===== src/sv/dmx_packet_channel_trigger_assert.svh =====
// Assertion macros used by the RTL file dpct_parse.sv.
`ifndef DMX_PACKET_CHANNEL_TRIGGER_ASSERT_SVH
`define DMX_PACKET_CHANNEL_TRIGGER_ASSERT_SVH

`ifndef SYNTHESIS

`define DPCT_ASSERT(lbl, prop) \
  lbl: assert property (@(posedge clk) disable iff (rst) prop) \
    else $error("dpct assertion failed");

`define DPCT_ASSERT_MSG(lbl, prop, msg) \
  lbl: assert property (@(posedge clk) disable iff (rst) prop) \
    else $error(msg);

`else

`define DPCT_ASSERT(lbl, prop)

`define DPCT_ASSERT_MSG(lbl, prop, msg)

`endif

`endif


===== src/sv/dpct_pkg.sv =====
package dpct_pkg;

  localparam logic [1:0] CFG_START_CHANNEL  = 2'd0;
  localparam logic [1:0] CFG_UNIVERSE       = 2'd1;
  localparam logic [1:0] CFG_FIRE_THRESHOLD = 2'd2;

  localparam logic [9:0] START_RESET     = 10'd1;
  localparam logic [15:0] UNIVERSE_RESET = 16'd0;
  localparam logic [7:0] THRESHOLD_RESET = 8'd128;

  // ID bytes, first byte in the lowest bits
  localparam logic [63:0] ART_ID         = 64'h0074_654e_2d74_7241;
  localparam logic [9:0] ART_ID_BYTES    = 10'd8;
  localparam logic [9:0] ART_OP_LO_POS   = 10'd8;
  localparam logic [9:0] ART_OP_HI_POS   = 10'd9;
  localparam logic [9:0] ART_UNIV_LO_POS = 10'd14;
  localparam logic [9:0] ART_UNIV_HI_POS = 10'd15;
  localparam logic [9:0] ART_LEN_HI_POS  = 10'd16;
  localparam logic [9:0] ART_LEN_LO_POS  = 10'd17;
  localparam logic [7:0] ART_OP_LO       = 8'h00;
  localparam logic [7:0] ART_OP_HI       = 8'h50;
  localparam logic [9:0] ACN_UNIV_HI_POS = 10'd113;
  localparam logic [9:0] ACN_UNIV_LO_POS = 10'd114;

  // data offset minus one, added to the one-based start channel
  localparam logic [10:0] ART_BASE_ADJ = 11'd17;
  localparam logic [10:0] ACN_BASE_ADJ = 11'd125;
  localparam logic [10:0] ART_MIN_LEN  = 11'd18;
  localparam logic [10:0] ACN_MIN_LEN  = 11'd126;
  localparam logic [9:0] IDX_MAX       = 10'd1023;

  localparam int OUT_BYTES = 5;

  typedef struct packed {
    logic        start_zero;
    logic [9:0]  start_m1;
    logic [10:0] art_base;
    logic [10:0] acn_base;
    logic [15:0] universe;
    logic [7:0]  threshold;
  } cfg_t;

  typedef struct packed {
    logic        accepted;
    logic [31:0] fire_mask;
  } result_t;

endpackage


===== src/sv/dpct_cfg.sv =====
module dpct_cfg (
  input  logic              clk,
  input  logic              rst,
  input  logic              cfg_valid,
  output logic              cfg_ready,
  input  logic [1:0]        cfg_index,
  input  logic [15:0]       cfg_data,
  output dpct_pkg::cfg_t    cfg
);
  import dpct_pkg::*;

  logic [9:0]  start_channel;
  logic [15:0] universe;
  logic [7:0]  fire_threshold;

  assign cfg_ready = 1'b1;

  always_ff @(posedge clk) begin
    if (rst) begin
      start_channel  <= START_RESET;
      universe       <= UNIVERSE_RESET;
      fire_threshold <= THRESHOLD_RESET;
    end else if (cfg_valid) begin
      case (cfg_index)
        CFG_START_CHANNEL:  start_channel  <= cfg_data[9:0];
        CFG_UNIVERSE:       universe       <= cfg_data;
        CFG_FIRE_THRESHOLD: fire_threshold <= cfg_data[7:0];
        default: ;
      endcase
    end
  end

  always_comb begin
    cfg.start_zero = (start_channel == 10'd0);
    cfg.start_m1   = start_channel - 10'd1;
    cfg.art_base   = {1'b0, start_channel} + ART_BASE_ADJ;
    cfg.acn_base   = {1'b0, start_channel} + ACN_BASE_ADJ;
    cfg.universe   = universe;
    cfg.threshold  = fire_threshold;
  end

endmodule


===== src/sv/dpct_parse.sv =====
`include "dmx_packet_channel_trigger_assert.svh"

module dpct_parse #(
  parameter int CHANNELS         = 32,
  parameter int MAX_PACKET_BYTES = 600
) (
  input  logic                clk,
  input  logic                rst,
  input  logic                s_valid,
  output logic                s_ready,
  input  logic [7:0]          s_byte,
  input  logic                s_last,
  input  logic                s_sacn,
  input  dpct_pkg::cfg_t      cfg,
  input  logic                out_free,
  output logic                res_load,
  output dpct_pkg::result_t   res
);
  import dpct_pkg::*;

  localparam int MASK_W = (CHANNELS > 32) ? CHANNELS : 32;
  localparam logic [10:0] LEN_MAX = 11'(MAX_PACKET_BYTES);

  logic                in_valid;
  logic [7:0]          in_byte;
  logic                in_last;
  logic                in_sacn;
  logic                advance;

  logic [9:0]          byte_index;
  logic                header_good;
  logic [15:0]         captured_universe;
  logic [15:0]         declared_length;
  logic [CHANNELS-1:0] level_bits;
  logic [CHANNELS-1:0] present_bits;
  logic [CHANNELS-1:0] armed_flags;

  logic [9:0]          byte_index_next;
  logic                header_good_next;
  logic [15:0]         universe_next;
  logic [15:0]         length_next;
  logic [CHANNELS-1:0] level_next;
  logic [CHANNELS-1:0] present_next;
  logic [CHANNELS-1:0] armed_next;
  logic [CHANNELS-1:0] fire;
  logic [CHANNELS-1:0] hit;
  logic [MASK_W-1:0]   fire_wide;

  logic [10:0]         pos_ext;
  logic [10:0]         base;
  logic [10:0]         diff;
  logic [10:0]         pkt_len;
  logic [10:0]         slot_no;
  logic                slot_ok;
  logic                at_level;
  logic                univ_match;
  logic                ok;
  logic                in_len;
  logic                act;

  assign advance  = in_valid && (!in_last || out_free);
  assign s_ready  = !in_valid || advance;
  assign res_load = advance && in_last;

  always_ff @(posedge clk) begin
    if (rst) begin
      in_valid <= 1'b0;
    end else if (s_ready) begin
      in_valid <= s_valid;
    end
  end

  always_ff @(posedge clk) begin
    if (s_valid && s_ready) begin
      in_byte <= s_byte;
      in_last <= s_last;
      in_sacn <= s_sacn;
    end
  end

  always_comb begin
    pos_ext  = {1'b0, byte_index};
    base     = in_sacn ? cfg.acn_base : cfg.art_base;
    diff     = pos_ext - base;
    slot_ok  = !cfg.start_zero && (pos_ext >= base) && (diff < 11'(CHANNELS));
    at_level = (in_byte >= cfg.threshold);

    header_good_next = header_good;
    universe_next    = captured_universe;
    length_next      = declared_length;
    if (in_sacn) begin
      if (byte_index == ACN_UNIV_HI_POS) begin
        universe_next = {in_byte, captured_universe[7:0]};
      end else if (byte_index == ACN_UNIV_LO_POS) begin
        universe_next = {captured_universe[15:8], in_byte};
      end
    end else begin
      if (byte_index < ART_ID_BYTES) begin
        if (in_byte != ART_ID[{byte_index[2:0], 3'b000} +: 8]) header_good_next = 1'b0;
      end else if (byte_index == ART_OP_LO_POS) begin
        if (in_byte != ART_OP_LO) header_good_next = 1'b0;
      end else if (byte_index == ART_OP_HI_POS) begin
        if (in_byte != ART_OP_HI) header_good_next = 1'b0;
      end else if (byte_index == ART_UNIV_LO_POS) begin
        universe_next = {captured_universe[15:8], in_byte};
      end else if (byte_index == ART_UNIV_HI_POS) begin
        universe_next = {in_byte, captured_universe[7:0]};
      end else if (byte_index == ART_LEN_HI_POS) begin
        length_next = {in_byte, declared_length[7:0]};
      end else if (byte_index == ART_LEN_LO_POS) begin
        length_next = {declared_length[15:8], in_byte};
      end
    end

    byte_index_next = (byte_index == IDX_MAX) ? byte_index : byte_index + 10'd1;

    pkt_len    = pos_ext + 11'd1;
    univ_match = (universe_next == cfg.universe);
    if (in_sacn) begin
      ok = (pkt_len >= ACN_MIN_LEN) && (pkt_len <= LEN_MAX) && univ_match;
    end else begin
      ok = (pkt_len >= ART_MIN_LEN) && (pkt_len <= LEN_MAX) && header_good_next &&
           univ_match;
    end

    for (int n = 0; n < CHANNELS; n++) begin
      hit[n]          = slot_ok && (diff == 11'(n));
      present_next[n] = present_bits[n] || hit[n];
      level_next[n]   = hit[n] ? at_level : level_bits[n];
      slot_no         = {1'b0, cfg.start_m1} + 11'(n);
      in_len          = in_sacn || ({5'd0, slot_no} < length_next);
      act             = ok && present_next[n] && in_len;
      fire[n]         = act && level_next[n] && !armed_flags[n];
      armed_next[n]   = act ? level_next[n] : armed_flags[n];
    end

    fire_wide     = MASK_W'(fire);
    res.fire_mask = fire_wide[31:0];
    res.accepted  = ok;
  end

  always_ff @(posedge clk) begin
    if (rst) begin
      byte_index        <= '0;
      header_good       <= 1'b1;
      captured_universe <= '0;
      declared_length   <= '0;
      level_bits        <= '0;
      present_bits      <= '0;
      armed_flags       <= '0;
    end else if (advance) begin
      if (in_last) begin
        byte_index        <= '0;
        header_good       <= 1'b1;
        captured_universe <= '0;
        declared_length   <= '0;
        level_bits        <= '0;
        present_bits      <= '0;
        armed_flags       <= armed_next;
      end else begin
        byte_index        <= byte_index_next;
        header_good       <= header_good_next;
        captured_universe <= universe_next;
        declared_length   <= length_next;
        level_bits        <= level_next;
        present_bits      <= present_next;
      end
    end
  end

  `DPCT_ASSERT(a_clear_after_end, res_load |=> (byte_index == '0) && header_good)
  `DPCT_ASSERT_MSG(a_fired_is_armed,
    res_load |=> (($past(fire) & ~armed_flags) == '0), "fired channel not armed")
  `DPCT_ASSERT_MSG(a_reject_keeps_arm,
    res_load && !ok |=> (armed_flags == $past(armed_flags)), "rejected packet changed arm")

endmodule


===== src/sv/dpct_out.sv =====
module dpct_out (
  input  logic                              clk,
  input  logic                              rst,
  input  logic                              load,
  input  dpct_pkg::result_t                 res,
  output logic                              out_free,
  output logic                              m_valid,
  input  logic                              m_ready,
  output logic [dpct_pkg::OUT_BYTES*8-1:0]  m_data
);
  import dpct_pkg::*;

  result_t hold;

  assign out_free = !m_valid || m_ready;
  assign m_data   = {(OUT_BYTES * 8 - $bits(result_t))'(0), hold};

  always_ff @(posedge clk) begin
    if (rst) begin
      m_valid <= 1'b0;
    end else if (out_free) begin
      m_valid <= load;
    end
  end

  always_ff @(posedge clk) begin
    if (load && out_free) begin
      hold <= res;
    end
  end

endmodule


===== src/sv/dmx_packet_channel_trigger.sv =====
// A packet's last byte is registered in the parser input stage, and its result is
// then registered in the output register. Throughput: one byte per cycle; the input
// stalls only while a last byte waits on a full, unread result register.
// Reset: packet parser state and all armed flags clear; start_channel 1, universe 0,
// fire_threshold 128.
module dmx_packet_channel_trigger #(
  parameter int CHANNELS         = 32,
  parameter int MAX_PACKET_BYTES = 600
) (
  input  logic                              clk,
  input  logic                              rst,
  input  logic                              s_axis_tvalid,
  output logic                              s_axis_tready,
  input  logic [7:0]                        s_axis_tdata,   // [7:0] data_byte
  input  logic                              s_axis_tlast,   // packet_end
  input  logic                              s_axis_tuser,   // from_sacn
  output logic                              m_axis_tvalid,
  input  logic                              m_axis_tready,
  // [31:0] fire_mask, [32] packet_accepted, [39:33] zero
  output logic [dpct_pkg::OUT_BYTES*8-1:0]  m_axis_tdata,
  input  logic                              cfg_valid,
  output logic                              cfg_ready,
  input  logic [1:0]                        cfg_index,
  input  logic [15:0]                       cfg_data
);
  import dpct_pkg::*;

  cfg_t    cfg;
  result_t res;
  logic    res_load;
  logic    out_free;

  dpct_cfg u_cfg (
    .clk       (clk),
    .rst       (rst),
    .cfg_valid (cfg_valid),
    .cfg_ready (cfg_ready),
    .cfg_index (cfg_index),
    .cfg_data  (cfg_data),
    .cfg       (cfg)
  );

  dpct_parse #(
    .CHANNELS         (CHANNELS),
    .MAX_PACKET_BYTES (MAX_PACKET_BYTES)
  ) u_parse (
    .clk      (clk),
    .rst      (rst),
    .s_valid  (s_axis_tvalid),
    .s_ready  (s_axis_tready),
    .s_byte   (s_axis_tdata),
    .s_last   (s_axis_tlast),
    .s_sacn   (s_axis_tuser),
    .cfg      (cfg),
    .out_free (out_free),
    .res_load (res_load),
    .res      (res)
  );

  dpct_out u_out (
    .clk      (clk),
    .rst      (rst),
    .load     (res_load),
    .res      (res),
    .out_free (out_free),
    .m_valid  (m_axis_tvalid),
    .m_ready  (m_axis_tready),
    .m_data   (m_axis_tdata)
  );

endmodule


===== config.mk =====
export PLATFORM = sky130hd
export DESIGN_NAME = dmx_packet_channel_trigger
export DESIGN_NICKNAME = d
export VERILOG_FILES = /design/src/sv/dpct_pkg.sv /design/src/sv/dpct_cfg.sv /design/src/sv/dpct_parse.sv /design/src/sv/dpct_out.sv /design/src/sv/dmx_packet_channel_trigger.sv
export VERILOG_INCLUDE_DIRS = /design/src /design/src/sv
export SDC_FILE = /design/constraint.sdc
export NUM_CORES = 1
export LEC_CHECK = 0
export ABC_CLOCK_PERIOD_IN_PS = 6300
export BUFFER_PORTS_ARGS = -buffer_cell sky130_fd_sc_hd__buf_2
export CORE_MARGIN = 10
export CORE_UTILIZATION = 40
export CTS_CLUSTER_DIAMETER = 100
export DETAILED_ROUTE_END_ITERATION = 8
export SYNTH_ARGS = -nofsm -noshare
export SYNTH_HDL_FRONTEND = slang
export SYNTH_HIERARCHICAL = 1
export SYNTH_SLANG_ARGS = --single-unit

===== constraint.sdc =====
create_clock -name clk -period 6.3 [get_ports clk]
set_input_delay 0.315 -clock clk [delete_from_list [all_inputs] [get_ports clk]]
set_output_delay 0.315 -clock clk [all_outputs]
set_load 0.01 [all_outputs]

Word-level counts from Yosys, hierarchy flattened
Cells that the tools add are included.
Widths: inputs -> output; s select.
- register bits after elaboration: 218
- bits in latches: 0
- memory bits (writable): 0
- ROM bits: 0
- input bits: 33
- output and inout port bits: 43
- memories kept: 0
- $add $sub $neg: 37
- multipliers: 0
- divide/modulo/power cells: 0
- order comparisons: 39
- equality and inequality tests: 46
- shift-type cells: 1
- muxes and demuxes: 64
- bitwise operators: 0
- reduce and logical (&&, ||, !) cells: 314
- operators by type and width (cell ; number):
    $lt 11x16->1 ; 31
    $mux 16 ; 16
    $add 10x5->11 const B ; 17
    $eq 11x5->1 const B ; 16
    $logic_and 1x1->1 ; 171
    $reduce_and 3->1 ; 32
    $add 10x4->11 const B ; 8
    $eq 11x4->1 const B ; 8
    $logic_or 1x1->1 ; 67
    $mux 32 ; 2
    $shiftx 64x7->8 const A ; 1
    $add 10x3->11 const B ; 4
    $eq 11x3->1 const B ; 4
    $mux 1 ; 41
    $eq 10x4->1 const B ; 4
    $logic_not 1->1 ; 36
    $add 10x1->11 const B ; 2
    $add 10x2->11 const B ; 2
    $eq 11x2->1 const B ; 2
    $eq 10x5->1 const B ; 2
    $eq 10x7->1 const B ; 2
    $mux 10 ; 2
    $eq 16x16->1 ; 1
    $lt 10x16->1 ; 1
    other kinds (25) ; 29

Logic depth before layout (Yosys ltp)
Gate-level depths: netlist of run 1.
- word-level depth: 14
- depth in mapped cells: 22
- gate-level depth less buffers: 19

By module
Netlist of run 1, hierarchy kept.
- modules (own cells, without submodules) (module ; instances ; cells an instance ; area each (µm²)):
    dpct_parse ; 1 ; 2274 ; 17703.2
    dpct_cfg ; 1 ; 215 ; 1775.5
    dpct_out ; 1 ; 46 ; 1102.3

Worst setup path after synthesis of run 1
OpenSTA, ideal clock, no wires.
- path kind: register -> register
- start point: register u_parse.byte_index[9]
- end point: register u_parse.armed_flags[15]
- setup time: 0.070 ns
- data arrival time: 5.190 ns
- path slack: 1.040 ns
- stages on the path, launching flop included: 16
- buffers on the path: 3
- cell sequence: dfxtp_1 buf_2 or3_1 buf_2 nor4_1 buf_2 mux2i_1 ha_1 a21o_1 a21o_1 a21oi_1 o21ai_0 nor4b_1 nor4_1 or4_1 a21oi_1
- cells in the longest elaborated chain, start to end: 13
- ends and longest elaborated chain (what ; RTL line ; source):
    start, declared ; dpct_parse.sv:30 ; logic [9:0] byte_index;
    start signal, assigned ; dpct_parse.sv:161 ; byte_index <= byte_index_next;
    $eq 10x5->1 / $eq 10x4->1 (equally long branches) ; dpct_parse.sv:110, dpct_parse.sv:106 ;
    $mux 8 / $mux 16 (equally long branches) ; dpct_parse.sv:110, dpct_parse.sv:106 ;
    $mux 16, on equally long branches ; dpct_parse.sv:108, dpct_parse.sv:104 ;
    $mux 16, on equally long branches ; dpct_parse.sv:106, dpct_parse.sv:102 ;
    $mux 16, on equally long branches ; dpct_parse.sv:104, dpct_parse.sv:100 ;
    $mux 16, on equally long branches ; dpct_parse.sv:102, dpct_parse.sv:98 ;
    $mux 16, on equally long branches ; dpct_parse.sv:100, dpct_parse.sv:91 ;
    $mux 16 / $eq 16x16->1 (equally long branches) ; dpct_parse.sv:98, dpct_parse.sv:118 ;
    $mux 16, or another cell as far along ; dpct_parse.sv:91 ; if (in_sacn) begin
    $lt 11x16->1 / $mux 1 (equally long branches) ; dpct_parse.sv:131, dpct_parse.sv:119 ;
    $logic_or 1x1->1 / $logic_and 1x1->1 (equally long branches) ; dpct_parse.sv:131, dpct_parse.sv:132 ;
    $logic_and 1x1->1 ; dpct_parse.sv:132 ; act = ok && present_next[n] && in_len;
    $reduce_and 3->1 (no line) ; - ;
    end signal, assigned ; dpct_parse.sv:159 ; armed_flags <= armed_next;
    end, declared ; dpct_parse.sv:36 ; logic [CHANNELS-1:0] armed_flags;
Parallel ways exist; a longest one is shown, timed or not.
A chain may end at the register's enable or synchronous reset.

==> results of run 1 <==
[layout make-up]
type,instances,area (um2)
Tap cell,680,851
Multi-Input combinational cell,2069,15000
Inverter,82,308
Timing Repair Buffer,153,1030
Clock inverter,10,100
Sequential cell,218,4790
Antenna cell,1,2.50
Clock buffer,34,689
Fill cell,5111,28300
[worst max-delay path: cells and delay by family, from the launching register on]
kind	cells	cell delay, ns
flops	1	0.45
compound gates	4	0.78
buf+inv	1	0.32
fa+ha+maj	1	0.32
simple gates	7	3.00
xor+xnor	2	0.36
[per-stage QoR]
| stage | cells | hold slack [ns] | worst slack (ns) | total power [uW] |
|---|---|---|---|---|
| floorplan | 2541 | 0.377 | 1.04 | 2430 |
| global placement | 3192 | 0.432 | 1.01 | 2820 |
| detailed placement | 3192 | 0.438 | 0.953 | 2860 |
| CTS | 3246 | 0.00543 | 0.933 | 4300 |
| global route | 3246 | 0.0345 | 0.502 | 4520 |
| finish | 3247 | 0.0242 | 0.853 | 4290 |
[power groups by stage]
stage	logic [uW]	clock network, uW	registers [uW]
after floorplan	957	0	1470
after global placement	1320	0	1500
after detailed placement	1360	0	1500
after CTS	1370	1460	1470
after global routing	1530	1520	1470
final	1390	1430	1470
[path summary, 6_finish.rpt]
kind	from	to	slack [ns]	depth (start not counted)
worst max-delay path	u_cfg/start_channel[2]	u_parse/armed_flags[22]	0.85	15
worst min-delay path	cfg_data[10]	u_cfg/universe[10]	0.02	3
worst max register to register	u_cfg/start_channel[2]	u_parse/armed_flags[22]	0.85	15
worst min register to register	u_parse/present_bits[3]	u_parse/present_bits[3]	0.45	2
[per-layer routing]
metal  vias to the layer above  GRT usage [%]  routed length (um)
met5                         -              0                   0
met4                         0           9.29                3120
met3                       140           2.88                4240
met2                       666           38.4               33400
met1                      9441           29.1               31400
li1                       9188              -                   -
[cells in the final DEF (no fill, tap or decap), types with 63 or more instances in the layout]
| cell | synthesis | final |
|---|---|---|
| sky130_fd_sc_hd__dfxtp_1 | 175 | 175 |
| sky130_fd_sc_hd__a21oi_1 | 239 | 238 |
| sky130_fd_sc_hd__buf_4 | 12 | 75 |
| sky130_fd_sc_hd__xnor2_1 | 124 | 122 |
| sky130_fd_sc_hd__inv_1 | 82 | 82 |
| sky130_fd_sc_hd__a21o_1 | 69 | 69 |
| sky130_fd_sc_hd__buf_2 | 13 | 66 |
| sky130_fd_sc_hd__ha_1 | 297 | 297 |
| sky130_fd_sc_hd__nor2_1 | 304 | 304 |
| sky130_fd_sc_hd__xor2_1 | 110 | 106 |
| sky130_fd_sc_hd__o21ai_0 | 72 | 72 |
| sky130_fd_sc_hd__nand2_1 | 159 | 158 |
| sky130_fd_sc_hd__mux2i_1 | 70 | 63 |
[flip-flops by register name, summed over array words and instances, names as in the netlist, 10 cells and up]
register and flops:
u_cfg/universe 16, u_parse/captured_universe 16, u_parse/present_bits 32, u_parse/level_bits 32
u_out/m_data 33, u_parse/declared_length 16, u_cfg/start_channel 10, u_parse/byte_index 10
u_parse/armed_flags 32
[cell families after synthesis]
logic type	synth area share, %
AO/OA/AOI/OAI	18.7
XOR/XNOR	9.96
adder cells (fa/ha/maj)	18.2
buffers and inverters	5.04
flip-flops	23.3
multiplexers	4.01
other	0.0365
AND/OR/NAND/NOR	20.8
[what timing repair did]
| action | in CTS | in global routing |
|---|---|---|
| endpoints found under the setup margin | 0 | 0 |
| gates resized for setup | 0 | 0 |
| hold buffers | 10 | 0 |
| hold endpoints to repair | 10 | 0 |
==> impl_metrics.csv, run 1 <==
group,metric,value,unit
worst_setup_path,worstSetupStartpointType,"flop",
power_and_ir_drop,power_frac_seq,34.2,%
logic_synthesis,synth.yosys.seq_area_share,23.3,%
grt,grt_pass1_wl,110,mm
run,max_cap_viol_count,0,
clock_tree,cts_setup_buffers,0,
timing,report.final.slew_viol_count,0,
die,core,51100,um2
die,die_area,60900,um2
logic_synthesis,syn_inst,2535,
power_and_ir_drop,p_sw_share,34.2,%
placement,routabilityCongestion,0.957,
placement,port_buffers,67,
worst_setup_path,critical-path-top-cell-by-count,"sky130_fd_sc_hd__nor4_1",
worst_setup_path,path_max_fanout,37,
power_and_ir_drop,p_leak,0.00971,uW
timing,final.min_clock_period,5.45,ns
layout,syn2layout_area_growth,10.5,%
detailed_routing,num_vias,19400,
timing,max_freq,184,MHz
worst_setup_path,series_of_cell_instances_along_the_critical_path,"nor4_1 > nand2_1 > xnor2_2 > buf_12 > and2_1 > nand2_1 > o21ai_0 > xor2_1 > ha_1 > a21oi_1 > o21ai_0 > nor4_1 > nor4_1 > or4_1 > a21oi_1",
power_and_ir_drop,combinational_power_share,32.5,%
detailed_routing,drt.antenna.violating_nets,0,
power_and_ir_drop,p_clk_share,33.3,%
worst_setup_path,crit_type,"reg -> reg",
logic_synthesis,ys.warnings.count,6,
clock_tree,max-clock-path-buffers,3,
clock_tree,ctsHtreeMaxLevel,1,
timing,maxSlewHeadroom,18.2,%
detailed_routing,via_per_inst,5.99,
logic_synthesis,yosys_register_bits,218,
power_and_ir_drop,intPower,2820,uW
run_status,status,"completed",
logic_synthesis,synthFlopType,"sky130_fd_sc_hd__dfxtp_1",
grt,gr-total-overflow,0,
timing,setup_viol,0,
detailed_routing,detail_route.iter0.violations,1450,
die,floorplan.initialDensity,40.3,%
layout,drive_gt1_share,9.24,%
power_and_ir_drop,p_sw,1470,uW
logic_synthesis,synth_edf_count,43,
detailed_routing,pre_antenna_drt_iters,7,
worst_setup_path,timing.critical_path.slowest_cell_delay,0.96,ns
logic_synthesis,synth_area,20600,um2
logic_synthesis,yosys.cell_count.top_type,"sky130_fd_sc_hd__nor2_1",
detailed_routing,route.final.wire_length,72.1,mm
timing,setup_tns,0,ns
timing,fin_worst_skew,0.0126,ns
worst_setup_path,arrival,5.82,ns
layout,final_net_count,2879,
timing,period_share,86.5,%
logic_synthesis,netlist_top_cells_area,"sky130_fd_sc_hd__ha_1, sky130_fd_sc_hd__dfxtp_1, sky130_fd_sc_hd__edfxtp_1, sky130_fd_sc_hd__a21oi_1, sky130_fd_sc_hd__nor2_1",
clock_tree,cts_root_buffer,"sky130_fd_sc_hd__clkbuf_16",
clock_tree,tritoncts.num_buffers,24,
grt,grt_start_max_net_pins,84,
logic_synthesis,synth.avg_cell_area,8.12,um2
worst_setup_path,crit_slowest_cell,"sky130_fd_sc_hd__nor4_1",
clock_tree,clk_pin_slew_worst_paths,0.06,ns
logic_synthesis,yosys.cell_types.count,91,
layout,post-route-cell-area,22700,um2
logic_synthesis,synth.largest_area_cell,"sky130_fd_sc_hd__ha_1",
layout,finish.utilization,44.5,%
timing,unrepaired_setup_endpoints_after_global_routing,"no",
detailed_routing,number_of_drc_violations_after_detailed_routing,0,
logic_synthesis,post_synth_most_frequent_cells,"sky130_fd_sc_hd__nor2_1, sky130_fd_sc_hd__ha_1, sky130_fd_sc_hd__a21oi_1",
grt,globalRouteTotalUtil,22.9,%
grt,grt_antenna_before_repair,2,
power_and_ir_drop,worst_vdd_rail_ir_drop,0.255,mV
timing,worst_slew_pin_slew,1.19,ns
logic_synthesis,synth_top_area_share,18.1,%
timing,hold_violations,0,
clock_tree,clock_latency,0.53,ns
die,die_height,247,um
placement,post_dp_cell_area,21900,um2
logic_synthesis,synth-async-reset-ratio,0,%
clock_tree,cts_sink_cnt,218,
detailed_routing,routedWlPerCell,22.2,um
power_and_ir_drop,powerDensity,189,nW/um2
die,number_of_placed_i_o_pins,76,
min_path,min-delay-path-class,"in -> reg",
die,placement_rows,83,
grt,first_global_vias,18800,
placement,place.detailed.hpwl,51.5,mm
worst_setup_path,required,6.67,ns
worst_setup_path,end_kind,"flop",
clock_tree,tritoncts,"yes",
die,die_w,247,um
Note: power is estimated with default switching activity, not from simulation.
==> run 2, diff against run 1 <==
--- a/config.mk
+++ b/config.mk
@@ -14,5 +14,4 @@
 export DETAILED_ROUTE_END_ITERATION = 8
 export SYNTH_ARGS = -nofsm -noshare
 export SYNTH_HDL_FRONTEND = slang
-export SYNTH_HIERARCHICAL = 1
 export SYNTH_SLANG_ARGS = --single-unit
==> run 2 against run 1 <==
  * Design area hardly changed
  * Final cell count increased by 2.1%
  * Clock skew grew 0.0016 ns
  * Clock-buffer cell count decreased by 5
  * Critical path type unchanged
  * Highest routed layer unchanged
  * Maximum frequency is 2.1% lower
  * Largest power group unchanged
  * Largest cell class unchanged
  * Via count up 4.4%
  * Routed wire length grew 5.3%
==> impl_metrics.csv, run 2 <==
group,metric,value,unit
run_status,status,"completed",
worst_setup_path,timing.critical_path.slowest_cell_delay,0.80,ns
timing,final.min_clock_period,5.56,ns
layout,syn2layout_area_growth,10.8,%
timing,hold_violations,0,
logic_synthesis,post_synth_most_frequent_cells,"sky130_fd_sc_hd__ha_1, sky130_fd_sc_hd__nor2_1, sky130_fd_sc_hd__a21oi_1",
logic_synthesis,synth-async-reset-ratio,0,%
detailed_routing,pre_antenna_drt_iters,5,
worst_setup_path,crit_type,"reg -> reg",
die,die_height,247,um
logic_synthesis,yosys.cell_count.top_type,"sky130_fd_sc_hd__ha_1",
placement,place_inst,3263,
die,floorplan.initialDensity,40.2,%
grt,groute.layer.met2.usage,39.1,%
power_and_ir_drop,p_clk_share,32.4,%
placement,post_dp_cell_area,22000,um2
layout,final_common_cell,"sky130_fd_sc_hd__ha_1",
grt,busiest_layer,"met2",
clock_tree,max-clock-path-buffers,3,
clock_tree,cts_setup_buffers,0,
die,core,51100,um2
grt,grt_start_max_net_pins,75,
power_and_ir_drop,combinational_power_share,32.3,%
timing,maxSlewHeadroom,19.6,%
power_and_ir_drop,powerDensity,183,nW/um2
power_and_ir_drop,p_sw,1460,uW
clock_tree,tritoncts,"yes",
logic_synthesis,synth.largest_area_cell,"sky130_fd_sc_hd__ha_1",
timing,fin_worst_skew,0.0142,ns
timing,max_freq,180,MHz
power_and_ir_drop,power_consumption,4160,uW
placement,place.detailed.hpwl,54.8,mm
min_path,hp-start,"cfg_data[10]",
clock_tree,ctsHtreeMaxLevel,1,
worst_setup_path,crit_slowest_cell,"sky130_fd_sc_hd__nor3b_1",
detailed_routing,routedWlPerCell,22.9,um
grt,first_global_vias,19400,
die,die_area,60900,um2
timing,unrepaired_setup_endpoints_after_global_routing,"no",
layout,final_net_count,2951,
detailed_routing,drt.antenna.violating_nets,0,
timing,worst_slew_pin_slew,1.20,ns
worst_setup_path,series_of_cell_instances_along_the_critical_path,"ha_1 > a31oi_1 > o21ai_0 > a21o_1 > a21oi_1 > xor2_1 > ha_1 > o21a_1 > nor2_1 > a21oi_1 > mux2i_1 > nor3b_1 > nand2_1 > or3_1 > a2111oi_0",
layout,largest_register_ffs,33,
grt,grt_antenna_before_repair,0,
layout,fill_cells,5043,
placement,routabilityCongestion,0.959,
clock_tree,tritoncts.num_buffers,23,
die,number_of_placed_i_o_pins,76,
logic_synthesis,ys.warnings.count,0,
die,die_w,247,um
layout,diodes,0,
grt,grt_pass1_wl,115,mm
worst_setup_path,required,6.57,ns
detailed_routing,detail_route.iter0.violations,2046,
die,placement_rows,83,
timing,period_share,88.3,%
logic_synthesis,yosys.cell_types.count,79,
logic_synthesis,synthFlopType,"sky130_fd_sc_hd__dfxtp_1",
detailed_routing,num_vias,20300,
power_and_ir_drop,worst_vdd_rail_ir_drop,0.161,mV
power_and_ir_drop,power_frac_seq,35.4,%
power_and_ir_drop,intPower,2690,uW
power_and_ir_drop,p_leak,0.00875,uW
grt,grt_util_met1,30.6,%
worst_setup_path,path_max_fanout,12,
worst_setup_path,worstSetupStartpointType,"flop",
grt,gr-total-overflow,0,
layout,most-common-layout-cells,"sky130_fd_sc_hd__ha_1, sky130_fd_sc_hd__nor2_1, sky130_fd_sc_hd__a21oi_1",
run,max_cap_viol_count,0,
timing,setup_tns,0,ns
layout,post-route-cell-area,22800,um2
timing,setup_viol,0,
logic_synthesis,synth.yosys.seq_area_share,23.3,%
grt,globalRouteTotalUtil,23.9,%
power_and_ir_drop,p_sw_share,35.2,%
logic_synthesis,synth_area,20600,um2
logic_synthesis,syn_inst,2578,
timing,report.final.slew_viol_count,0,
logic_synthesis,synth_edf_count,43,
logic_synthesis,yosys_register_bits,218,
worst_setup_path,r2r_start,"u_parse.in_sacn",
detailed_routing,route.final.wire_length,76.0,mm
min_path,min-delay-path-class,"in -> reg",
logic_synthesis,netlist_top_cells_area,"sky130_fd_sc_hd__ha_1, sky130_fd_sc_hd__dfxtp_1, sky130_fd_sc_hd__xnor2_1, sky130_fd_sc_hd__a21oi_1, sky130_fd_sc_hd__edfxtp_1",
placement,port_buffers,67,
grt,met3_usage,3.71,%
layout,finish.utilization,44.6,%
worst_setup_path,cp-startpoint,"u_parse.in_sacn",
layout,layout.cells.non_filler,3315,
logic_synthesis,synth_top_area_share,18.2,%
worst_setup_path,arrival,5.83,ns
layout,drive_gt1_share,9.22,%
clock_tree,cts_sink_cnt,218,
clock_tree,clock_latency,0.54,ns
clock_tree,cts_root_buffer,"sky130_fd_sc_hd__clkbuf_16",
clock_tree,clk_pin_slew_worst_paths,0.06,ns
logic_synthesis,synth.avg_cell_area,7.97,um2
worst_setup_path,end_kind,"flop",
detailed_routing,via_per_inst,6.12,
detailed_routing,number_of_drc_violations_after_detailed_routing,0,
-- run 2: cell types whose count changed after synthesis, moves of 18 or more --
cell,delta
sky130_fd_sc_hd__xor2_1,-59
sky130_fd_sc_hd__o21ai_0,+50
sky130_fd_sc_hd__or4_1,-47
sky130_fd_sc_hd__mux2i_1,-39
sky130_fd_sc_hd__xnor2_1,+33
sky130_fd_sc_hd__a21oi_1,+32
sky130_fd_sc_hd__nand3_1,+29
sky130_fd_sc_hd__nor2b_1,+28
sky130_fd_sc_hd__nor2_1,-27
sky130_fd_sc_hd__a2bb2oi_1,-25
sky130_fd_sc_hd__a2111oi_0,+22
sky130_fd_sc_hd__a211oi_1,+22
sky130_fd_sc_hd__o31ai_1,-20
sky130_fd_sc_hd__nand2b_1,+18
-- run 2: path summary, 6_finish.rpt --
path | endpoint | depth (start not counted) | slack [ns]
worst max-delay path | u_out.m_data[5] | 15 | 0.74
worst min-delay path | u_cfg.universe[10] | 3 | 0.03
worst max register to register | u_out.m_data[5] | 15 | 0.74
worst min register to register | u_cfg.universe[6] | 2 | 0.46
-- run 2: repair_timing --
action                    4_1_cts  5_1_grt
hold endpoints to repair       10        0
resized for setup               0        0
hold buffers                   10        0
-- run 2: final cells by class --
| type | count | area, um2 | share of cell area (%) |
|---|---|---|---|
| well taps | 680 | 851 | 3.74 |
| repair buffers | 160 | 1090 | 4.77 |
| inverters | 96 | 360 | 1.58 |
| flip-flops and latches | 218 | 4790 | 21.1 |
| clock inverters | 13 | 87.6 | 0.385 |
| multi-input cells | 2119 | 15000 | 65.7 |
| clock buffers | 29 | 629 | 2.76 |
-- run 2: per-layer routing --
metal	vias to the layer above	wire length [um]
met1	9773	32200
met5	-	0
met4	0	3700
met2	862	34500
li1	9469	-
met3	190	5510
-- run 2: cell families (layout without fill, tap and decap cells) --
family	Yosys count	count (layout)	synth area share [%]
buf+inv	247	298	4.86
compound gates	727	727	22.5
fa+ha+maj	300	300	18.3
other cells	2	8	0.0365
xor+xnor	208	208	8.86
mux	50	50	2.55
flops	218	218	23.3
simple gates	826	826	19.5
-- run 2: through the flow --
stage | worst slack (ns) | hold slack (ns)
2_1_floorplan | 0.954 | 0.414
3_3_place_gp | 1.04 | 0.443
3_5_place_dp | 0.936 | 0.444
4_1_cts | 0.932 | 0.0144
5_1_grt | 0.443 | 0.0220
6_report | 0.736 | 0.0278
-- run 2: worst max-delay path, delay by kind of cell (launching register included) --
kind                     cells  cell delay [ns]
adder cells (fa/ha/maj)      2             0.81
AO/OA/AOI/OAI                7             1.69
multiplexers                 1             0.33
flip-flops                   1             0.60
XOR/XNOR                     1             0.12
AND/OR/NAND/NOR              4             1.74
-- run 2: power groups by stage --
stage / logic [uW] / clock network [uW] / registers, uW
finish: 1340 / 1350 / 1470
global placement: 1270 / 0 / 1500
detailed placement: 1310 / 0 / 1500
global route: 1470 / 1410 / 1470
floorplan: 887 / 0 / 1480
CTS: 1320 / 1360 / 1470
